<file path="src/design/prrs_pkg.sv">
// ----------------------------------------------------------------------------
// prrs_pkg
// shared constants, codes and types of the priority round robin scheduler
// ----------------------------------------------------------------------------
package prrs_pkg;

   localparam int QUEUE_DEPTH  = 16;
   localparam int ID_BITS      = 8;
   localparam int PRIO_BITS    = 8;
   localparam int BURST_BITS   = 16;
   localparam int IDX_BITS     = $clog2(QUEUE_DEPTH);
   localparam int CNT_BITS     = $clog2(QUEUE_DEPTH + 1);
   localparam int QUANTUM_BITS = 8;
   localparam int TIME_BITS    = 32;

   localparam logic [QUANTUM_BITS-1:0] QUANTUM_RESET = 8'd4;

   localparam logic CMD_ARRIVE = 1'b0;
   localparam logic CMD_TICK   = 1'b1;

   localparam logic [1:0] STATUS_ACCEPT = 2'd0;
   localparam logic [1:0] STATUS_REJECT = 2'd1;
   localparam logic [1:0] STATUS_RAN    = 2'd2;
   localparam logic [1:0] STATUS_IDLE   = 2'd3;

   typedef struct packed {
      logic [ID_BITS-1:0]    id;
      logic [PRIO_BITS-1:0]  prio;
      logic [BURST_BITS-1:0] remaining;
   } entry_type;

   typedef struct packed {
      logic                found;
      logic [IDX_BITS-1:0] idx;
      entry_type           entry;
   } wave_type;

   typedef struct packed {
      logic                push_one;
      logic                push_two;
      logic [CNT_BITS-1:0] push_idx;
      logic                shift;
      logic [IDX_BITS-1:0] shift_from;
      logic [CNT_BITS-1:0] count;
   } cell_ctl_type;

endpackage

</file>
<file path="src/design/prrs_cell.sv">
// ----------------------------------------------------------------------------
// prrs_cell
// one ready queue slot: holds a task, takes pushes, shifts toward the head
// and passes the running best-priority search wave to its neighbor
// ----------------------------------------------------------------------------
module prrs_cell
   import prrs_pkg::*;
(
   input  logic                clock,
   input  logic [IDX_BITS-1:0] cell_idx,
   input  cell_ctl_type        ctl,
   input  entry_type           push_a,
   input  entry_type           push_b,
   input  entry_type           nxt_entry,
   input  wave_type            prev_wave,
   output entry_type           entry,
   output wave_type            wave
);

   entry_type           entry_ff;
   entry_type           entry_in;
   wave_type            wave_ff;
   wave_type            wave_in;
   logic [CNT_BITS-1:0] idx_wide;
   logic                occupied;

   assign idx_wide = CNT_BITS'(cell_idx);
   assign occupied = idx_wide < ctl.count;

   always_comb begin
      entry_in = entry_ff;
      if (ctl.push_one && idx_wide == ctl.push_idx) begin
         entry_in = push_a;
      end else if (ctl.push_two && idx_wide == ctl.push_idx + 1'b1) begin
         entry_in = push_b;
      end else if (ctl.shift && cell_idx >= ctl.shift_from) begin
         entry_in = nxt_entry;
      end
   end

   // earliest slot wins on equal priority
   always_comb begin
      wave_in = prev_wave;
      if (occupied && (!prev_wave.found || entry_ff.prio > prev_wave.entry.prio)) begin
         wave_in.found = 1'b1;
         wave_in.idx   = cell_idx;
         wave_in.entry = entry_ff;
      end
   end

   always_ff @(posedge clock) begin
      entry_ff <= entry_in;
      wave_ff  <= wave_in;
   end

   assign entry = entry_ff;
   assign wave  = wave_ff;

endmodule

</file>
<file path="src/design/priority_round_robin_scheduler_core.sv">
// ----------------------------------------------------------------------------
// priority_round_robin_scheduler_core
// preemptive priority scheduler with round robin among equal priorities
// ----------------------------------------------------------------------------
// flow: an arrival's result is registered from S_EXEC, a tick's from S_RUN after
// S_EXEC, or after S_EXEC, S_SEARCH and S_EXTRACT when a new task must be picked:
// the search wave walks the cell row one slot per cycle
// throughput: one item in flight; the next transfer is taken once the result is
// registered
// reset: synchronous, queue empty, no task running, time zero, quantum 4
// ----------------------------------------------------------------------------
module priority_round_robin_scheduler_core
   import prrs_pkg::*;
(
   input  logic        clock,
   input  logic        reset,
   input  logic        req_valid,
   output logic        req_stall,
   input  logic        req_cmd,
   input  logic [7:0]  req_task_id,
   input  logic [7:0]  req_task_priority,
   input  logic [15:0] req_burst,
   output logic        rsp_valid,
   input  logic        rsp_stall,
   output logic [1:0]  rsp_status,
   output logic [7:0]  rsp_run_id,
   output logic [7:0]  rsp_run_priority,
   output logic        rsp_finished,
   output logic [31:0] rsp_finish_time,
   output logic        rsp_preempted,
   input  logic        csr_write_en,
   input  logic [7:0]  csr_write_data
);

   localparam logic [2:0] S_IDLE    = 3'd0;
   localparam logic [2:0] S_EXEC    = 3'd1;
   localparam logic [2:0] S_SEARCH  = 3'd2;
   localparam logic [2:0] S_EXTRACT = 3'd3;
   localparam logic [2:0] S_RUN     = 3'd4;

   logic [2:0]              state_ff, state_in;
   logic                    cmd_ff, cmd_in;
   logic [ID_BITS-1:0]      id_ff, id_in;
   logic [PRIO_BITS-1:0]    prio_ff, prio_in;
   logic [BURST_BITS-1:0]   burst_ff, burst_in;
   logic [CNT_BITS-1:0]     count_ff, count_in;
   logic                    active_valid_ff, active_valid_in;
   entry_type               active_ff, active_in;
   logic [QUANTUM_BITS-1:0] slice_ff, slice_in;
   logic [TIME_BITS-1:0]    time_ff, time_in;
   logic [QUANTUM_BITS-1:0] quantum_ff, quantum_in;
   logic [IDX_BITS-1:0]     srch_cnt_ff, srch_cnt_in;

   logic                    rsp_valid_ff, rsp_valid_in;
   logic [1:0]              status_ff, status_in;
   logic [7:0]              run_id_ff, run_id_in;
   logic [7:0]              run_prio_ff, run_prio_in;
   logic                    finished_ff, finished_in;
   logic [TIME_BITS-1:0]    finish_time_ff, finish_time_in;
   logic                    preempted_ff, preempted_in;

   cell_ctl_type            ctl;
   entry_type               push_a;
   entry_type               push_b;
   entry_type               cell_entry [QUEUE_DEPTH];
   wave_type                cell_wave  [QUEUE_DEPTH];
   wave_type                wave_none;

   logic                    out_free;
   logic [CNT_BITS-1:0]     held;
   logic [QUANTUM_BITS-1:0] limit;
   logic [BURST_BITS-1:0]   rem_next;
   logic [QUANTUM_BITS-1:0] slice_next;
   entry_type               new_entry;

   assign wave_none = '0;

   genvar k;
   generate
      for (k = 0; k < QUEUE_DEPTH; k++) begin : g_cell
         entry_type nxt;
         wave_type  prv;
         if (k == QUEUE_DEPTH - 1) begin : g_last
            assign nxt = cell_entry[k];
         end else begin : g_mid
            assign nxt = cell_entry[k+1];
         end
         if (k == 0) begin : g_first
            assign prv = wave_none;
         end else begin : g_rest
            assign prv = cell_wave[k-1];
         end
         prrs_cell u_cell (
            .clock     (clock),
            .cell_idx  (IDX_BITS'(k)),
            .ctl       (ctl),
            .push_a    (push_a),
            .push_b    (push_b),
            .nxt_entry (nxt),
            .prev_wave (prv),
            .entry     (cell_entry[k]),
            .wave      (cell_wave[k])
         );
      end
   endgenerate

   assign out_free   = !rsp_valid_ff || !rsp_stall;
   assign held       = count_ff + CNT_BITS'(active_valid_ff);
   assign limit      = (quantum_ff == '0) ? QUANTUM_BITS'(1) : quantum_ff;
   assign rem_next   = active_ff.remaining - 1'b1;
   assign slice_next = slice_ff + 1'b1;

   always_comb begin
      new_entry.id        = id_ff;
      new_entry.prio      = prio_ff;
      new_entry.remaining = burst_ff;
   end

   always_comb begin
      state_in        = state_ff;
      cmd_in          = cmd_ff;
      id_in           = id_ff;
      prio_in         = prio_ff;
      burst_in        = burst_ff;
      count_in        = count_ff;
      active_valid_in = active_valid_ff;
      active_in       = active_ff;
      slice_in        = slice_ff;
      time_in         = time_ff;
      quantum_in      = csr_write_en ? csr_write_data : quantum_ff;
      srch_cnt_in     = srch_cnt_ff;

      rsp_valid_in    = rsp_valid_ff && rsp_stall;
      status_in       = status_ff;
      run_id_in       = run_id_ff;
      run_prio_in     = run_prio_ff;
      finished_in     = finished_ff;
      finish_time_in  = finish_time_ff;
      preempted_in    = preempted_ff;

      ctl             = '0;
      ctl.count       = count_ff;
      push_a          = new_entry;
      push_b          = active_ff;

      case (state_ff)
         S_IDLE: begin
            if (req_valid) begin
               cmd_in   = req_cmd;
               id_in    = req_task_id[ID_BITS-1:0];
               prio_in  = req_task_priority[PRIO_BITS-1:0];
               burst_in = req_burst[BURST_BITS-1:0];
               state_in = S_EXEC;
            end
         end
         S_EXEC: begin
            if (cmd_ff == CMD_ARRIVE) begin
               if (out_free) begin
                  rsp_valid_in   = 1'b1;
                  run_id_in      = '0;
                  run_prio_in    = '0;
                  finished_in    = 1'b0;
                  finish_time_in = '0;
                  preempted_in   = 1'b0;
                  if (burst_ff == '0 || held >= CNT_BITS'(QUEUE_DEPTH)) begin
                     status_in = STATUS_REJECT;
                  end else begin
                     status_in    = STATUS_ACCEPT;
                     ctl.push_one = 1'b1;
                     ctl.push_idx = count_ff;
                     if (active_valid_ff && prio_ff > active_ff.prio) begin
                        ctl.push_two    = 1'b1;
                        active_valid_in = 1'b0;
                        slice_in        = '0;
                        count_in        = count_ff + CNT_BITS'(2);
                        preempted_in    = 1'b1;
                     end else begin
                        count_in = count_ff + 1'b1;
                     end
                  end
                  state_in = S_IDLE;
               end
            end else if (!active_valid_ff && count_ff != '0) begin
               srch_cnt_in = '0;
               state_in    = S_SEARCH;
            end else begin
               state_in = S_RUN;
            end
         end
         S_SEARCH: begin
            srch_cnt_in = srch_cnt_ff + 1'b1;
            if (srch_cnt_ff == IDX_BITS'(QUEUE_DEPTH - 1)) begin
               state_in = S_EXTRACT;
            end
         end
         S_EXTRACT: begin
            active_in       = cell_wave[QUEUE_DEPTH-1].entry;
            ctl.shift       = 1'b1;
            ctl.shift_from  = cell_wave[QUEUE_DEPTH-1].idx;
            count_in        = count_ff - 1'b1;
            active_valid_in = 1'b1;
            slice_in        = '0;
            state_in        = S_RUN;
         end
         S_RUN: begin
            if (out_free) begin
               rsp_valid_in   = 1'b1;
               run_id_in      = '0;
               run_prio_in    = '0;
               finished_in    = 1'b0;
               finish_time_in = '0;
               preempted_in   = 1'b0;
               if (active_valid_ff) begin
                  status_in   = STATUS_RAN;
                  run_id_in   = 8'(active_ff.id);
                  run_prio_in = 8'(active_ff.prio);
                  if (rem_next == '0) begin
                     finished_in     = 1'b1;
                     finish_time_in  = time_ff + 1'b1;
                     active_valid_in = 1'b0;
                     slice_in        = '0;
                  end else if (slice_next >= limit) begin
                     // quantum used up: back of the queue
                     push_a.id        = active_ff.id;
                     push_a.prio      = active_ff.prio;
                     push_a.remaining = rem_next;
                     ctl.push_one     = 1'b1;
                     ctl.push_idx     = count_ff;
                     count_in         = count_ff + 1'b1;
                     active_valid_in  = 1'b0;
                     slice_in         = '0;
                  end else begin
                     active_in.remaining = rem_next;
                     slice_in            = slice_next;
                  end
               end else begin
                  status_in = STATUS_IDLE;
               end
               time_in  = time_ff + 1'b1;
               state_in = S_IDLE;
            end
         end
         default: begin
            state_in = S_IDLE;
         end
      endcase
   end

   always_ff @(posedge clock) begin
      if (reset) begin
         state_ff        <= S_IDLE;
         count_ff        <= '0;
         active_valid_ff <= 1'b0;
         active_ff       <= '0;
         slice_ff        <= '0;
         time_ff         <= '0;
         quantum_ff      <= QUANTUM_RESET;
         srch_cnt_ff     <= '0;
         rsp_valid_ff    <= 1'b0;
      end else begin
         state_ff        <= state_in;
         count_ff        <= count_in;
         active_valid_ff <= active_valid_in;
         active_ff       <= active_in;
         slice_ff        <= slice_in;
         time_ff         <= time_in;
         quantum_ff      <= quantum_in;
         srch_cnt_ff     <= srch_cnt_in;
         rsp_valid_ff    <= rsp_valid_in;
      end
   end

   always_ff @(posedge clock) begin
      cmd_ff         <= cmd_in;
      id_ff          <= id_in;
      prio_ff        <= prio_in;
      burst_ff       <= burst_in;
      status_ff      <= status_in;
      run_id_ff      <= run_id_in;
      run_prio_ff    <= run_prio_in;
      finished_ff    <= finished_in;
      finish_time_ff <= finish_time_in;
      preempted_ff   <= preempted_in;
   end

   assign req_stall        = (state_ff != S_IDLE);
   assign rsp_valid        = rsp_valid_ff;
   assign rsp_status       = status_ff;
   assign rsp_run_id       = run_id_ff;
   assign rsp_run_priority = run_prio_ff;
   assign rsp_finished     = finished_ff;
   assign rsp_finish_time  = finish_time_ff;
   assign rsp_preempted    = preempted_ff;

endmodule

</file>
<file path="config.mk">
export PLATFORM = sky130hd
export DESIGN_NAME = priority_round_robin_scheduler_core
export DESIGN_NICKNAME = d
export VERILOG_FILES = /design/src/design/prrs_pkg.sv /design/src/design/prrs_cell.sv /design/src/design/priority_round_robin_scheduler_core.sv
export SDC_FILE = /design/constraint.sdc
export NUM_CORES = 2
export LEC_CHECK = 0
export ABC_AREA = 1
export BUFFER_PORTS_ARGS = -buffer_cell sky130_fd_sc_hd__buf_4
export CAP_MARGIN = 20
export CORE_ASPECT_RATIO = 1.25
export CORE_UTILIZATION = 65
export CTS_BUF_LIST = sky130_fd_sc_hd__clkbuf_4 sky130_fd_sc_hd__clkbuf_8
export DETAILED_ROUTE_END_ITERATION = 7
export PLACE_DENSITY = 0.82
export SLEW_MARGIN = 30
export SYNTH_ARGS = -nofsm -noshare
export SYNTH_HDL_FRONTEND = slang
export SYNTH_SLANG_ARGS = --single-unit
</file>
<file path="constraint.sdc">
create_clock -name clock -period 7.65 [get_ports clock]
set_input_delay 2.295 -clock clock [delete_from_list [all_inputs] [get_ports clock]]
set_output_delay 2.295 -clock clock [all_outputs]
set_load 0.02 [all_outputs]
</file>
Word level (Yosys, flattened, before mapping)
Index checks and enable logic that the tools add are counted.
Widths: inputs -> output; s select.
{ "totals": {"inputBits": 46, "output_inout_bits": 54, "regBits": 1282} }
{ "classes": {"reduce_logical": 137, "eq_ne": 48, "muxes": 159, "n_lt_le_gt_ge": 49, "n_addsub": 9} }
{ "op_table": {"columns": ["operator", "count"], "rows": [
  ["$mux 32", 72],
  ["$gt 8x8->1", 16],
  ["$mux 8", 15],
  ["$eq 4x5->1 const A", 16],
  ["$logic_and 1x1->1", 65],
  ["$mux 5", 13],
  ["$mux 16", 4],
  ["$pmux 32 s2", 1],
  ["$reduce_bool 3->1", 17],
  ["$eq 3x5->1 const A", 8],
  ["$lt 4x5->1 const A", 8],
  ["$mux 37", 1],
  ["$add 32x1->32 const B", 1],
  ["$logic_not 16->1", 2],
  ["$pmux 16 s2", 1],
  ["$pmux 8 s2", 2],
  ["$ge 4x4->1 const A", 7],
  ["$mux 1", 26],
  ["$ne 2x2->1 const B", 13],
  ["$pmux 8 s3", 1],
  ["$mux 7", 3],
  ["$eq 2x5->1 const A", 4],
  ["$lt 3x5->1 const A", 4],
  ["$logic_not 1->1", 18],
  ["42 further kinds", 84]
]} }

Depth between registers and ports, before layout
{ "logic_depth": {"word_depth": 13, "ltp_mapped": 29, "mapped_depth_nobuf": 26} }

Cells and area by module
Synthesis repeated with hierarchy kept, for this count alone.
{ "unflattened": {"hier_cells": 9193, "hier_area_um2": 70083.5} }
{ "modules_own_cells": {"columns": ["mod", "cells_per_inst", "area_per_inst_um2", "n_inst"], "rows": [
  ["prrs_cell (g_cell[0].u_cell ...)", 501, 3797.4, 15],
  ["priority_round_robin_scheduler_core", 1177, 9311.4, 1],
  ["prrs_cell (g_cell[9].u_cell)", 501, 3811.2, 1]
]} }

Least setup slack after synthesis
Ideal clock, no wire load.
{ "synth_path": {"path_type": "input to register", "start": "input rsp_stall", "end": "register g_cell[15].u_cell.entry_ff, in the netlist g_cell[15].u_cell.entry[0] (enable)", "stages": 15, "n_path_buf": 0, "slack_ps": 458, "required_ps": 7184, "setup_time_ps": 466, "arrival_ps": 6726, "cell_sequence": "nand2_1 > inv_1 > nor2_2 > inv_2 > nor2_1 > nand3_4 > nand2_8 > inv_2 > nor2_2 > inv_2 > ha_1 > inv_1 > nor3_2 > nand2_1 > o21ai_0"} }
{ "synth_between": {"elab_chain_len": 9, "elab_cells_between_ends": 15, "classes_between": "add/sub: 1; eq/ne: 2; mux: 7; reduce/logical: 5"} }
{ "synth_rtl": {"columns": ["item", "line_no", "rtl"], "rows": [
  ["start: declaration", "priority_round_robin_scheduler_core.sv:24", "input logic rsp_stall,"],
  ["$logic_not 1->1 (*)", "priority_round_robin_scheduler_core.sv:107", "assign out_free = !rsp_valid_ff || !rsp_stall;"],
  ["$logic_or 1x1->1 (*)", "priority_round_robin_scheduler_core.sv:107", null],
  ["$mux 7", "priority_round_robin_scheduler_core.sv:158", "if (out_free) begin"],
  ["$mux 7", "priority_round_robin_scheduler_core.sv:157", "if (cmd_ff == CMD_ARRIVE) begin"],
  ["$pmux 5 s2", "priority_round_robin_scheduler_core.sv:146", "case (state_ff)"],
  ["$add 5x1->5", "prrs_cell.sv:34", "end else if (ctl.push_two && idx_wide == ctl.push_idx + 1'b1) begin"],
  ["$eq 4x5->1", "prrs_cell.sv:34", null],
  ["$logic_and 1x1->1", "prrs_cell.sv:34", null],
  ["$reduce_bool 2->1 (no source line) (*)", null, null],
  ["end signal: assignment", "prrs_cell.sv:52", "entry_ff <= entry_in;"],
  ["end: declaration", "prrs_cell.sv:20", "entry_type entry_ff;"]
]} }
Mark *: on every way between the ends. The rest lies on a longest branch, timed or not.
A chain may end at the register's enable or synchronous reset.

Final worst setup path
{ "layout_path": {"start": "register active_ff[3] in the netlist's numbering", "end": "register g_cell[3].u_cell.entry_ff, in the netlist g_cell[3].u_cell.entry[4] (enable)"} }
{ "layout_between": {"elab_chain_len": 10, "elab_cells_between_ends": 16, "classes_between": "add/sub: 2; eq/ne: 2; mux: 8; reduce/logical: 4"} }
{ "layout_rtl": {"columns": ["item", "line_no", "rtl"], "rows": [
  ["start: declaration", "priority_round_robin_scheduler_core.sv:48", "entry_type active_ff, active_in;"],
  ["start signal: assignment", "priority_round_robin_scheduler_core.sv:264", "active_ff <= active_in;"],
  ["$sub 16x1->16 (*)", "priority_round_robin_scheduler_core.sv:110", "assign rem_next = active_ff.remaining - 1'b1;"],
  ["$logic_not 16->1 (*)", "priority_round_robin_scheduler_core.sv:217", "if (rem_next == '0) begin"],
  ["$mux 5", "priority_round_robin_scheduler_core.sv:217", null],
  ["$mux 5", "priority_round_robin_scheduler_core.sv:213", "if (active_valid_ff) begin"],
  ["$mux 5", "priority_round_robin_scheduler_core.sv:206", "if (out_free) begin"],
  ["$pmux 5 s2", "priority_round_robin_scheduler_core.sv:146", null],
  ["$add 5x1->5", "prrs_cell.sv:34", null],
  ["$eq 2x5->1", "prrs_cell.sv:34", null],
  ["$logic_and 1x1->1", "prrs_cell.sv:34", null],
  ["$reduce_bool 3->1 (no source line) (*)", null, null],
  ["end signal: assignment", "prrs_cell.sv:52", null],
  ["end: declaration", "prrs_cell.sv:20", null]
]} }
Marks and branches as above.

==> flow_summary_export.csv <==
group,metric,value,unit
status,status,"finished with violations",
status,violations,"design-rule violations",
logic_synthesis,netlist_instances,6865,
worst_setup_path,crit_required,8.17,ns
clock_tree,clk_pin_slew,0.07,ns
logic_synthesis,synthMuxAreaShare,0.470,%
worst_setup_path,worst-r2r-cell-count,21,
logic_synthesis,ys_types,58,
drt,post_drt_via_cell_ratio,6.03,
clock_tree,cts_setup_buffers,0,
sta,relSlewSlack,21.1,%
grt,first_global_vias,48176,
sta,skew,0.0413,ns
logic_synthesis,synth_top_family_by_area,"simple AND/OR/NAND/NOR gates",
sta,hold_viol_final,0,
worst_setup_path,worst_setup_path_end_kind,"register",
logic_synthesis,synth_compound_area_share,12.1,%
drt,drt_iter0_drc,5877,
logic_synthesis,syn_nets,7062,
logic_synthesis,synthArstFlopShare,0,%
drt,dr_total_vias,49770,
sta,fin_ws,1.48,ns
clock_tree,cts_buffers,188,
grt,antenna_found_initial,4,
layout,nets,7109,
logic_synthesis,syn-cell-area,0.0575,mm2
clock_tree,cts_tree,"built",
power,ir_drop,0.195,mV
worst_setup_path,cp_max_fo,33,
worst_setup_path,critPathLaunchType,"register",
floorplan,coreArea,0.0874,mm2
drt,routed_wirelength,198000,um
clock_tree,ctsResizeCount,0,
sta,whs,0.406,ns
floorplan,die_area,0.0897,mm2
worst_setup_path,r2r-start,"active_ff[3]",
min_path,hold_class,"register to register",
grt,grt_pass1_wl,289000,um
sta,setup_viol,0,
drt,first_pass_iters,8,
clock_tree,htree_levels,4,
clock_tree,clk_path_buf_depth,3,
clock_tree,clkLatencyLatePin,0.90,ns
power,leakage,28.7,nW
place,hpwl,137000,um
layout,fin_util,72.7,%
floorplan,rows,121,
clock_tree,clock-root-buffer,"clkbuf_8",
floorplan,io_pins,100,
min_path,whs_path_depth,2,
sta,fin_setup_tns,0,ns
logic_synthesis,synth_fa_ha_area_share,3.28,%
place,place_worst_setup_slack,0.997,ns
drt,post_drt_wl_per_cell,24.0,um
layout,final_area,0.0635,mm2
grt,grt_use_total,44.1,%
min_path,hold_path_startpoint,"g_cell[14].u_cell.wave[33]",
logic_synthesis,synth_area_per_cell,8.38,um2
job,maxCapViolations,0,
sta,fmax,162,MHz
sta,drv_slew,0,
sta,worstMarginPinSlew,1.17,ns
drt,postRouteAntennaNets,0,
logic_synthesis,synth-seq-cells,1267,
logic_synthesis,ys_seq_area_share,54.5,%
sta,min_period,6.17,ns
grt,grt_max_degree,69,
logic_synthesis,synth_xor_area_share,0.609,%
worst_setup_path,path_class,"register to register",
logic_synthesis,synth_simple_gate_area_share,21.0,%
place,gp_congestion,1.07,
sta,fin_crit_sh,80.7,%
grt,overflow,0,
layout,drive_gt1_share,11.1,%
place,numPortBuffers,99,
worst_setup_path,arrival,6.69,ns
sta,rsz0062_at_grt,"no",
floorplan,die_y,335,um
clock_tree,clkSinkCount,1267,
min_path,hold_end,"g_cell[15].u_cell.wave[33]",
drt,drc,19,
worst_setup_path,r2r-end,"g_cell[3].u_cell.entry[4]",
worst_setup_path,r2r_slack,1.48,ns
logic_synthesis,synth-edff-count,597,
place,dpl_cell_area,0.0592,mm2
clock_tree,cts.hold.buffers_added,0,
floorplan,initial_core_util,65.8,%
floorplan,die_w,268,um
layout,area_growth,10.4,%
logic_synthesis,ys.flop_type,"dfxtp_1",
logic_synthesis,ys_warn_count,0,
power,powerDensity,330,mW/mm2
area by class of cell:
cell class	instances	area, um2
Clock buffer	303	3770
Tap cell	1168	1460
Fill cell	6761	23800
Sequential cell	1267	31300
Multi-Input combinational cell	4454	21700
Inverter	746	2800
Timing Repair Buffer	255	1950
Antenna cell	6	15.0
Clock inverter	54	432
synthesized netlist by cell type (all sizes together), types with 24 or more instances:
library cell | n | area, um2
dfxtp | 670 | 13400
nand2 | 2279 | 8640
edfxtp | 597 | 17900
inv | 742 | 2790
nor2 | 253 | 1120
ha | 151 | 1890
o211ai | 91 | 683
nand3 | 198 | 1050
a21oi | 134 | 671
a31oi | 27 | 169
buf | 155 | 916
clkbuf | 243 | 913
mux2 | 24 | 270
o21ai | 1010 | 5060
nor3 | 38 | 215
nand4 | 113 | 728
or2 | 33 | 206
xor2 | 36 | 315
placed cells by master, fill, tap and decap left out, types with 33 or more instances in the layout:
master       n
buf_4      253
clkbuf_4    64
or2_2       33
o21ai_1    288
ha_1       150
o211ai_1    91
nand4_1    111
inv_1      710
a21oi_1    133
clkbuf_8   239
nor2_1     220
xor2_1      36
dfxtp_1    670
edfxtp_1   597
o21ai_0    717
nand3_1    186
nand2_1   2245
power by group:
group          internal [mW]  switching [mW]  total, mW
clock network           3.31            2.73       6.04
logic                   1.58            3.73       5.31
registers               8.86           0.752       9.61
total                   13.7            7.21       21.0
stage by stage:
step,instances,total power [mW]
after detailed placement,7889,14.8
after global placement,7888,14.6
after floorplan,6865,12.6
after global routing,8249,21.8
final,8253,21.0
after CTS,8246,20.8
metal layers:
layer | vias up | GRT usage (%) | wire (um)
li1 | 22589 | - | -
met1 | 22989 | 49.0 | 65800
met2 | 3096 | 69.3 | 89400
met5 | - | 0 | 22
met4 | 2 | 45.0 | 23900
met3 | 1094 | 8.55 | 19000
worst max path at each step:
stage	start	endpoint	slack, ns	cells after the start
2_1_floorplan	rsp_stall	g_cell[15].u_cell.entry[0]	0.46	15
3_3_place_gp	rsp_stall	g_cell[3].u_cell.entry[21]	1.03	21
3_5_place_dp	rsp_stall	g_cell[3].u_cell.entry[18]	1.0	21
4_1_cts	rsp_stall	g_cell[3].u_cell.entry[3]	1.89	21
5_1_grt	rsp_stall	g_cell[3].u_cell.entry[3]	1.38	21
6_report	active_ff[3]	g_cell[3].u_cell.entry[4]	1.48	21
critical path, cell delays in order (launching register included):
cell and delay (ns):
dfxtp_1 0.69, inv_1 0.46, xor2_1 0.74, nor2_1 0.14
nand2_1 0.10, nor2_1 0.06, nand3_2 0.11, nand3_4 0.11
nand2_8 0.15, inv_2 0.08, nor2_2 0.20, inv_2 0.15
ha_2 0.36, inv_1 0.06, nor3_2 0.53, nand2_1 0.28
inv_2 0.12, buf_4 0.40, nand3_2 0.11, buf_4 0.29
nand3b_1 0.14, buf_4 0.43
logic make-up (layout without fill, tap and decap cells):
logic type / Yosys count / in the layout
mux: 24 / 24
compound gates: 1307 / 1307
simple gates: 2932 / 2932
buf+inv: 1144 / 1358
other cells: 0 / 6
flops: 1267 / 1267
fa+ha+maj: 151 / 151
xor+xnor: 40 / 40
flip-flops by register name (all words and copies together), names as in the netlist, 2 cells and up:
name / count
count_ff: 5
state_ff: 3
time_ff: 32
id_ff: 8
srch_cnt_ff: 4
g_cell.u_cell.entry: 512
quantum_ff: 8
rsp_run_id: 8
active_ff: 32
rsp_run_priority: 8
burst_ff: 16
slice_ff: 8
rsp_status: 2
g_cell.u_cell.wave: 576
rsp_finish_time: 32
prio_ff: 8
Power figures use the tool's default switching activity.
